`src/design/swfd_pkg.sv`:
```
// Shared types and constants for the scale weight frame decoder.
// No dependencies; every other file imports this package.
package swfd_pkg;

  localparam int FRAME_LEN   = 20;
  localparam int STORE_DEPTH = FRAME_LEN - 1;
  localparam int POS_W       = $clog2(FRAME_LEN);
  localparam logic [POS_W-1:0] LAST_POS = POS_W'(FRAME_LEN - 1);

  localparam logic [7:0] PRODUCT_ID      = 8'h03;
  localparam logic [7:0] TYPE_WEIGHT     = 8'h0B;
  localparam logic [7:0] SIGN_MINUS      = 8'h2D;
  localparam logic [7:0] UNIT_OUNCE_CODE = 8'h01;
  localparam logic [7:0] UNIT_GRAM_CODE  = 8'h02;

  // queue between front and back; depth must be a power of two
  localparam int QDEPTH = 2;
  localparam int QPTR_W = $clog2(QDEPTH);
  localparam int QCNT_W = $clog2(QDEPTH + 1);

  localparam int TIMER_W  = 24;
  localparam int WEIGHT_W = 25;
  localparam int FLOW_W   = 17;

  typedef enum logic [1:0] {
    ST_VALID     = 2'd0,
    ST_CSUM_FAIL = 2'd1,
    ST_IGNORED   = 2'd2
  } frame_status_t;

  typedef enum logic [1:0] {
    UNIT_OUNCE   = 2'd0,
    UNIT_GRAM    = 2'd1,
    UNIT_UNKNOWN = 2'd2
  } weight_unit_t;

  // classified frame, raw bytes still undecoded
  typedef struct packed {
    frame_status_t status;
    logic [23:0]   timer;
    logic [7:0]    unit_code;
    logic [7:0]    weight_sign;
    logic [23:0]   weight_mag;
    logic [7:0]    flow_sign;
    logic [15:0]   flow_mag;
    logic [7:0]    battery;
    logic [7:0]    auto_stop;
  } frame_rec_t;

  typedef struct packed {
    logic       push;
    frame_rec_t rec;
  } q_push_t;

  typedef struct packed {
    logic       valid;
    frame_rec_t rec;
  } q_head_t;

endpackage

```
`src/design/swfd_if.sv`:
```
// Valid/ready channel interfaces for the decoder's byte input and frame output.
// Depends on swfd_pkg.
interface swfd_in_if;
  import swfd_pkg::*;

  logic       valid;
  logic       ready;
  logic [7:0] data_byte;

  modport source (output valid, output data_byte, input ready);
  modport sink   (input valid, input data_byte, output ready);
endinterface

interface swfd_out_if;
  import swfd_pkg::*;

  logic                       valid;
  logic                       ready;
  logic [1:0]                 frame_status;
  logic [TIMER_W-1:0]         timer_ms;
  logic [1:0]                 weight_unit;
  logic signed [WEIGHT_W-1:0] weight_hundredths;
  logic signed [FLOW_W-1:0]   flow_hundredths;
  logic [7:0]                 battery_percent;
  logic [7:0]                 auto_stop;

  modport source (
    output valid, output frame_status, output timer_ms, output weight_unit,
    output weight_hundredths, output flow_hundredths, output battery_percent,
    output auto_stop, input ready
  );
  modport sink (
    input valid, input frame_status, input timer_ms, input weight_unit,
    input weight_hundredths, input flow_hundredths, input battery_percent,
    input auto_stop, output ready
  );
endinterface

```
`src/design/scale_weight_frame_decoder_top.sv`:
```
// A frame's record enters the queue when its twentieth byte transfers, then moves to the output register.
// Throughput: one byte per cycle; a new frame may start the cycle after the last.
// The closing byte of a frame stalls only while the two-entry record queue
// is full; the output register drains it at one record per cycle while out_ready is high or it is empty.
// Reset (rst_n, synchronous, active low) clears position, checksum, queue and
// output valid; the frame byte store is not reset, each byte is written before use.
module scale_weight_frame_decoder_top (
  input logic         clk,
  input logic         rst_n,
  swfd_in_if.sink     in_ch,
  swfd_out_if.source  out_ch
);
  import swfd_pkg::*;

  q_push_t q_push;
  q_head_t q_head;
  logic    q_full;
  logic    q_pop;

  swfd_front u_front (
    .clk          (clk),
    .rst_n        (rst_n),
    .in_valid     (in_ch.valid),
    .in_data_byte (in_ch.data_byte),
    .in_ready     (in_ch.ready),
    .q_full       (q_full),
    .q_push       (q_push)
  );

  swfd_fifo u_fifo (
    .clk    (clk),
    .rst_n  (rst_n),
    .q_push (q_push),
    .q_pop  (q_pop),
    .q_full (q_full),
    .q_head (q_head)
  );

  swfd_back u_back (
    .clk                   (clk),
    .rst_n                 (rst_n),
    .q_head                (q_head),
    .q_pop                 (q_pop),
    .out_valid             (out_ch.valid),
    .out_ready             (out_ch.ready),
    .out_frame_status      (out_ch.frame_status),
    .out_timer_ms          (out_ch.timer_ms),
    .out_weight_unit       (out_ch.weight_unit),
    .out_weight_hundredths (out_ch.weight_hundredths),
    .out_flow_hundredths   (out_ch.flow_hundredths),
    .out_battery_percent   (out_ch.battery_percent),
    .out_auto_stop         (out_ch.auto_stop)
  );

endmodule

```
`src/design/swfd_front.sv`:
```
// Front end: collects bytes into a frame, runs the XOR checksum and
// classifies each complete frame into a queue record. Depends on swfd_pkg.
module swfd_front (
  input  logic                clk,
  input  logic                rst_n,
  input  logic                in_valid,
  input  logic [7:0]          in_data_byte,
  output logic                in_ready,
  input  logic                q_full,
  output swfd_pkg::q_push_t   q_push
);
  import swfd_pkg::*;

  logic [POS_W-1:0] pos_r, pos_nxt;
  logic [7:0]       xor_r, xor_nxt;
  logic [7:0]       store_r [STORE_DEPTH];
  logic             last_byte;
  logic             xfer;
  frame_status_t    status;

  assign last_byte = (pos_r == LAST_POS);
  // only the closing byte of a frame needs room in the queue
  assign in_ready  = !last_byte || !q_full;
  assign xfer      = in_valid && in_ready;

  always_comb begin
    if (store_r[0] != PRODUCT_ID || store_r[1] != TYPE_WEIGHT) begin
      status = ST_IGNORED;
    end else if (xor_r != in_data_byte) begin
      status = ST_CSUM_FAIL;
    end else begin
      status = ST_VALID;
    end
  end

  always_comb begin
    pos_nxt = pos_r;
    xor_nxt = xor_r;
    if (xfer) begin
      if (last_byte) begin
        pos_nxt = '0;
        xor_nxt = '0;
      end else begin
        pos_nxt = pos_r + 1'b1;
        xor_nxt = xor_r ^ in_data_byte;
      end
    end
  end

  always_ff @(posedge clk) begin
    if (!rst_n) begin
      pos_r <= '0;
      xor_r <= '0;
    end else begin
      pos_r <= pos_nxt;
      xor_r <= xor_nxt;
    end
  end

  always_ff @(posedge clk) begin
    if (xfer && !last_byte) begin
      store_r[pos_r] <= in_data_byte;
    end
  end

  always_comb begin
    q_push.push            = xfer && last_byte;
    q_push.rec.status      = status;
    q_push.rec.timer       = {store_r[2], store_r[3], store_r[4]};
    q_push.rec.unit_code   = store_r[5];
    q_push.rec.weight_sign = store_r[6];
    q_push.rec.weight_mag  = {store_r[7], store_r[8], store_r[9]};
    q_push.rec.flow_sign   = store_r[10];
    q_push.rec.flow_mag    = {store_r[11], store_r[12]};
    q_push.rec.battery     = store_r[13];
    q_push.rec.auto_stop   = store_r[18];
  end

endmodule

```
`src/design/swfd_fifo.sv`:
```
// Short record queue between front and back ends.
// Depends on swfd_pkg.
module swfd_fifo (
  input  logic              clk,
  input  logic              rst_n,
  input  swfd_pkg::q_push_t q_push,
  input  logic              q_pop,
  output logic              q_full,
  output swfd_pkg::q_head_t q_head
);
  import swfd_pkg::*;

  frame_rec_t        mem_r [QDEPTH];
  logic [QPTR_W-1:0] wr_ptr_r, rd_ptr_r;
  logic [QCNT_W-1:0] cnt_r;
  logic              wr_en, rd_en;

  assign q_full = (cnt_r == QCNT_W'(QDEPTH));
  assign wr_en  = q_push.push && !q_full;
  assign rd_en  = q_pop && (cnt_r != '0);

  assign q_head.valid = (cnt_r != '0);
  assign q_head.rec   = mem_r[rd_ptr_r];

  always_ff @(posedge clk) begin
    if (!rst_n) begin
      wr_ptr_r <= '0;
      rd_ptr_r <= '0;
      cnt_r    <= '0;
    end else begin
      if (wr_en) begin
        wr_ptr_r <= wr_ptr_r + 1'b1;
      end
      if (rd_en) begin
        rd_ptr_r <= rd_ptr_r + 1'b1;
      end
      if (wr_en && !rd_en) begin
        cnt_r <= cnt_r + 1'b1;
      end else if (rd_en && !wr_en) begin
        cnt_r <= cnt_r - 1'b1;
      end
    end
  end

  always_ff @(posedge clk) begin
    if (wr_en) begin
      mem_r[wr_ptr_r] <= q_push.rec;
    end
  end

endmodule

```
`src/design/swfd_back.sv`:
```
// Back end: decodes a queued frame record into result fields and holds
// them in the output register. Depends on swfd_pkg.
module swfd_back (
  input  logic                               clk,
  input  logic                               rst_n,
  input  swfd_pkg::q_head_t                  q_head,
  output logic                               q_pop,
  output logic                               out_valid,
  input  logic                               out_ready,
  output logic [1:0]                         out_frame_status,
  output logic [swfd_pkg::TIMER_W-1:0]       out_timer_ms,
  output logic [1:0]                         out_weight_unit,
  output logic signed [swfd_pkg::WEIGHT_W-1:0] out_weight_hundredths,
  output logic signed [swfd_pkg::FLOW_W-1:0] out_flow_hundredths,
  output logic [7:0]                         out_battery_percent,
  output logic [7:0]                         out_auto_stop
);
  import swfd_pkg::*;

  logic                valid_r;
  logic                take;
  frame_rec_t          rec;
  logic                ok;
  weight_unit_t        unit;
  logic [WEIGHT_W-1:0] weight_ext, weight_val;
  logic [FLOW_W-1:0]   flow_ext, flow_val;

  logic [1:0]          status_r;
  logic [TIMER_W-1:0]  timer_r;
  logic [1:0]          unit_r;
  logic [WEIGHT_W-1:0] weight_r;
  logic [FLOW_W-1:0]   flow_r;
  logic [7:0]          battery_r;
  logic [7:0]          auto_stop_r;

  assign take  = !valid_r || out_ready;
  assign q_pop = take && q_head.valid;
  assign rec   = q_head.rec;
  assign ok    = (rec.status == ST_VALID);

  always_comb begin
    case (rec.unit_code)
      UNIT_OUNCE_CODE: unit = UNIT_OUNCE;
      UNIT_GRAM_CODE:  unit = UNIT_GRAM;
      default:         unit = UNIT_UNKNOWN;
    endcase
  end

  always_comb begin
    weight_ext = {1'b0, rec.weight_mag};
    flow_ext   = {1'b0, rec.flow_mag};
    weight_val = (rec.weight_sign == SIGN_MINUS) ? (~weight_ext + 1'b1) : weight_ext;
    flow_val   = (rec.flow_sign == SIGN_MINUS) ? (~flow_ext + 1'b1) : flow_ext;
  end

  always_ff @(posedge clk) begin
    if (!rst_n) begin
      valid_r <= 1'b0;
    end else if (take) begin
      valid_r <= q_head.valid;
    end
  end

  // flagged frames carry only their status
  always_ff @(posedge clk) begin
    if (q_pop) begin
      status_r    <= rec.status;
      timer_r     <= ok ? rec.timer : '0;
      unit_r      <= ok ? unit : 2'b0;
      weight_r    <= ok ? weight_val : '0;
      flow_r      <= ok ? flow_val : '0;
      battery_r   <= ok ? rec.battery : '0;
      auto_stop_r <= ok ? rec.auto_stop : '0;
    end
  end

  assign out_valid             = valid_r;
  assign out_frame_status      = status_r;
  assign out_timer_ms          = timer_r;
  assign out_weight_unit       = unit_r;
  assign out_weight_hundredths = signed'(weight_r);
  assign out_flow_hundredths   = signed'(flow_r);
  assign out_battery_percent   = battery_r;
  assign out_auto_stop         = auto_stop_r;

endmodule
```
`src/flat_wrapper.sv`:
```
// flat-port wrapper written by rule: the top's interface ports become plain ports
module scale_weight_frame_decoder_top_flat import swfd_pkg::*;
  (clk, rst_n, in_ch_valid, in_ch_data_byte, in_ch_ready, out_ch_valid, out_ch_frame_status, out_ch_timer_ms, out_ch_weight_unit, out_ch_weight_hundredths, out_ch_flow_hundredths, out_ch_battery_percent, out_ch_auto_stop, out_ch_ready);
  swfd_in_if in_ch_i ();
  swfd_out_if out_ch_i ();
  input logic clk;
  input logic rst_n;
  input wire logic [$bits(in_ch_i.valid)-1:0] in_ch_valid;
  input wire logic [$bits(in_ch_i.data_byte)-1:0] in_ch_data_byte;
  output wire logic [$bits(in_ch_i.ready)-1:0] in_ch_ready;
  output wire logic [$bits(out_ch_i.valid)-1:0] out_ch_valid;
  output wire logic [$bits(out_ch_i.frame_status)-1:0] out_ch_frame_status;
  output wire logic [$bits(out_ch_i.timer_ms)-1:0] out_ch_timer_ms;
  output wire logic [$bits(out_ch_i.weight_unit)-1:0] out_ch_weight_unit;
  output wire logic [$bits(out_ch_i.weight_hundredths)-1:0] out_ch_weight_hundredths;
  output wire logic [$bits(out_ch_i.flow_hundredths)-1:0] out_ch_flow_hundredths;
  output wire logic [$bits(out_ch_i.battery_percent)-1:0] out_ch_battery_percent;
  output wire logic [$bits(out_ch_i.auto_stop)-1:0] out_ch_auto_stop;
  input wire logic [$bits(out_ch_i.ready)-1:0] out_ch_ready;
  assign in_ch_i.valid = in_ch_valid;
  assign in_ch_i.data_byte = in_ch_data_byte;
  assign in_ch_ready = in_ch_i.ready;
  assign out_ch_valid = out_ch_i.valid;
  assign out_ch_frame_status = out_ch_i.frame_status;
  assign out_ch_timer_ms = out_ch_i.timer_ms;
  assign out_ch_weight_unit = out_ch_i.weight_unit;
  assign out_ch_weight_hundredths = out_ch_i.weight_hundredths;
  assign out_ch_flow_hundredths = out_ch_i.flow_hundredths;
  assign out_ch_battery_percent = out_ch_i.battery_percent;
  assign out_ch_auto_stop = out_ch_i.auto_stop;
  assign out_ch_i.ready = out_ch_ready;
  scale_weight_frame_decoder_top u_core (.clk(clk), .rst_n(rst_n), .in_ch(in_ch_i), .out_ch(out_ch_i));
endmodule
```
`config.mk`:
```
export PLATFORM = sky130hd
export DESIGN_NAME = scale_weight_frame_decoder_top_flat
export DESIGN_NICKNAME = d
export VERILOG_FILES = /design/src/design/swfd_pkg.sv /design/src/design/swfd_if.sv /design/src/design/scale_weight_frame_decoder_top.sv /design/src/design/swfd_front.sv /design/src/design/swfd_fifo.sv /design/src/design/swfd_back.sv /design/src/flat_wrapper.sv
export SDC_FILE = /design/constraint.sdc
export NUM_CORES = 1
export LEC_CHECK = 0
export BUFFER_PORTS_ARGS = -buffer_cell sky130_fd_sc_hd__buf_2
export CAP_MARGIN = 20
export CORE_MARGIN = 2
export CORE_UTILIZATION = 40
export DETAILED_ROUTE_END_ITERATION = 8
export PLACE_DENSITY = 0.56
export SLEW_MARGIN = 15
export SYNTH_ARGS = -nofsm -noshare
export SYNTH_HDL_FRONTEND = slang
export SYNTH_SLANG_ARGS = --single-unit
```
`constraint.sdc`:
```
create_clock -name clk -period 16.4 [get_ports clk]
set_clock_uncertainty 0.1 [all_clocks]
set_input_delay 0.82 -clock clk [delete_from_list [all_inputs] [get_ports clk]]
set_output_delay 0.82 -clock clk [all_outputs]
set_load 0.02 [all_outputs]
```
==> results by group <==
Layout
  – Filler instances: 3485
  – Share of layout cells above drive strength 1: 19.7%
  – # diodes: 0
  – Syn-to-layout area delta: 15.6%
  – Final Cell Area: 19300 um^2
  – Core Util, Final: 47.0%
  – FF+latch area: 12900 um^2
  – Commonest non-fill, non-tap cell in the layout: edfxtp_1
  – Fin nets: 1111
  – Multi-input gate area: 3520 um^2
  – Most frequent cells in the layout: edfxtp_1 (418), nor2_1 (99), buf_2 (99)

Global routing
  – Total GRT Usage: 14.6%
  – Vias in the first global route: 8569
  – Global-route wire length before repair: 49000 um
  – Initial antenna violation count: 0
  – Largest net degree at the start of global routing: 86
  – Grt ovf: 0

Clock network
  – Cells resized by post-CTS repair: 0
  – Clk buf depth: 3
  – CTS Sinks: 437
  – CTS H-tree depth: 2
  – Clock Pin Slew Worst Setup and Hold Paths: 0.06 ns
  – Num CTS Buffers: 45
  – CTS root buffer: clkbuf_16
  – CTS tree: yes
  – Hold buffer count at CTS: 0
  – Clk_lat worst skew: 0.55 ns
  – Post-CTS Repair Setup Buffers: 0

Placed design
  – Placer Congestion: 0.779
  – Dpl ws: 12.62 ns
  – PortBufs: 99
  – Dpl hpwl: 18300 um
  – Area after DPL: 17700 um^2

Timing
  – Slew Viols, Final: 0
  – Fmax: 262 MHz
  – Fin crit share: 23.2%
  – Worst-Margin Slew: 1.04 ns
  – Hold Fails Final Rpt: 0
  – RSZ-0062 raised after global routing: false
  – Max-slew headroom: 30.0%
  – Final setup violation count: 0
  – Final worst slack: 12.59 ns
  – Hold slack final: 0.338 ns
  – Setup_tns: 0 ns
  – Tmin final: 3.81 ns

Setup path
  – WS Path Type: flop to flop
  – Register-to-Register Path Depth: 9
  – Crit-path max FO: 45
  – Crit end category: flop
  – Worst Path Arrival: 3.97 ns
  – CP required: 16.56 ns
  – Startpoint Class: flop

Detailed routing
  – WL final: 31400 um
  – DRC errors left: 0
  – Drt first pass iters: 5
  – Final ANT Viol Nets: 0
  – Wire per inst: 18.9 um
  – Via/cell ratio: 5.10
  – Via count: 8459
  – DRT iter0 DRCs: 549

Synthesis
  – Post-synth EDFFs: 418
  – Gate count of the mapped netlist: 970
  – Number of unique standard cell types used by synthesis: 69
  – FF+latch count, synth: 437
  – Syn Nets: 989
  – Main synth FF type: edfxtp_1
  – Share of flip-flops with an asynchronous set or reset: 0%
  – Syn Area/Cell: 17.2 um^2
  – Post-synthesis sequential area ratio: 77.6%
  – Yosys warns: 0
  – Mapped Area: 16700 um^2

Floorplan
  – Core footprint: 41000 um^2
  – Row count: 74
  – Die footprint: 43300 um^2
  – Die Span X: 208 um
  – IO Count: 100
  – Starting Density: 40.6%
  – Die height: 208 um

Power and ir drop
  – Pwr per Cell Area: 150 nW/um^2
  – Max VDD drop: 0.122 mV
  – Pleak: 6.30 nW

Job
  – Max Cap Viol: 0

Worst hold path
  – Worst Hold Depth: 0
  – Hold Crit Class: flop to flop

Outcome
  – Outcome: finished, final reports clean
-- Yosys cell counts, types with 3 or more instances --
| cell | number | area share, % |
|---|---|---|
| a31oi_1 | 4 | 0.15 |
| inv_1 | 10 | 0.23 |
| dfxtp_1 | 19 | 2.3 |
| edfxtp_1 | 418 | 75 |
| a21boi_0 | 9 | 0.41 |
| o32ai_1 | 6 | 0.32 |
| nor4_1 | 15 | 0.56 |
| and2_1 | 12 | 0.45 |
| a211oi_1 | 3 | 0.14 |
| mux2_2 | 5 | 0.34 |
| nor4b_2 | 5 | 0.45 |
| buf_2 | 13 | 0.39 |
| xnor2_1 | 20 | 1.1 |
| nand3b_1 | 9 | 0.41 |
| and3_1 | 11 | 0.41 |
| o21a_1 | 10 | 0.45 |
| buf_4 | 7 | 0.32 |
| mux2i_1 | 78 | 4.7 |
| nand2_1 | 10 | 0.23 |
| nand3_1 | 9 | 0.27 |
| buf_6 | 3 | 0.20 |
| nor2_1 | 102 | 2.3 |
| a21oi_1 | 13 | 0.39 |
| o21ai_0 | 21 | 0.63 |
| nor4_2 | 4 | 0.30 |
| nor4_4 | 3 | 0.38 |
| ha_1 | 7 | 0.53 |
| nor4b_1 | 8 | 0.42 |
| nor3_1 | 44 | 1.3 |
| o22ai_1 | 7 | 0.26 |
| clkbuf_1 | 11 | 0.25 |
| nor3b_1 | 7 | 0.32 |
| nor2b_1 | 5 | 0.19 |
| xor2_1 | 12 | 0.63 |
-- metrics by stage --
step | power (W) | std cells
finish | 0.00289 | 1660
global route | 0.00301 | 1660
detailed placement | 0.00188 | 1577
global placement | 0.00188 | 1577
CTS | 0.00293 | 1660
floorplan | 0.00176 | 970
-- kinds of logic after synthesis --
kind of cell	count (synthesis)	synth area share, %
DFF	437	77.6
muxes	84	5.16
xor gates and xnor gates	32	1.68
and+or+nand+nor	268	9.45
AOI/OAI and AO/OA	96	4.07
buffers and inverters	46	1.55
adders and majority gates	7	0.525
-- area by class of cell --
type                            count  share of cell area (%)
Sequential cell                   437                    67.1
Multi-Input combinational cell    487                    18.2
Clock buffer                       52                    6.08
Tap cell                          532                    3.45
Timing Repair Buffer              111                    3.04
Clock inverter                     31                    1.88
Inverter                           10                   0.195
-- worst max-delay path, stage by stage, from the launching register on --
cell and delay (ns):
dfxtp_4 0.64, buf_4 0.52, buf_4 0.61, mux2i_1 0.34, ha_1 0.26, nor4b_1 0.26
a2bb2oi_1 0.23, o32ai_1 0.32, xnor2_1 0.15, nor2_1 0.05
-- per-layer routing --
layer / vias up / global-route usage [%] / share of wire (%)
li1: 4014 / - / -
met1: 4221 / 20.0 / 47
met2: 168 / 23.7 / 47
met3: 56 / 2.82 / 4.3
met4: 0 / 4.64 / 2.2
met5: - / 0 / 0
-- registers in the layout (all words and copies together) (netlist names), 5 cells and up, named ones only --
signal,count
u_core.u_back.out_auto_stop,8
u_core.u_back.out_battery_percent,8
u_core.u_back.out_flow_hundredths,17
u_core.u_back.out_timer_ms,24
u_core.u_back.out_weight_hundredths,25
u_core.u_fifo.mem_r,212
u_core.u_front.pos_r,5
u_core.u_front.store_r,120
u_core.u_front.xor_r,8
-- report_power, final --
| part | total [W] | internal, W | switching (W) |
|---|---|---|---|
| clock | 0.00104 | 0.000626 | 0.000413 |
| sequential | 0.00138 | 0.00134 | 0.0000423 |
| combinational | 0.000469 | 0.000154 | 0.000315 |
| total | 0.00289 | 0.00212 | 0.000770 |
-- final timing paths --
path,from,endpoint,slack [ns]
min reg2reg,u_core.u_front.store_r[2][6],u_core.u_fifo.mem_r[1][102],0.34
max,flop,u_core.u_back.out_flow_hundredths[14],12.59
min,u_core.u_front.store_r[2][6],u_core.u_fifo.mem_r[1][102],0.34
max reg2reg,flop,u_core.u_back.out_flow_hundredths[14],12.59
(Power assumes the default switching activity.)
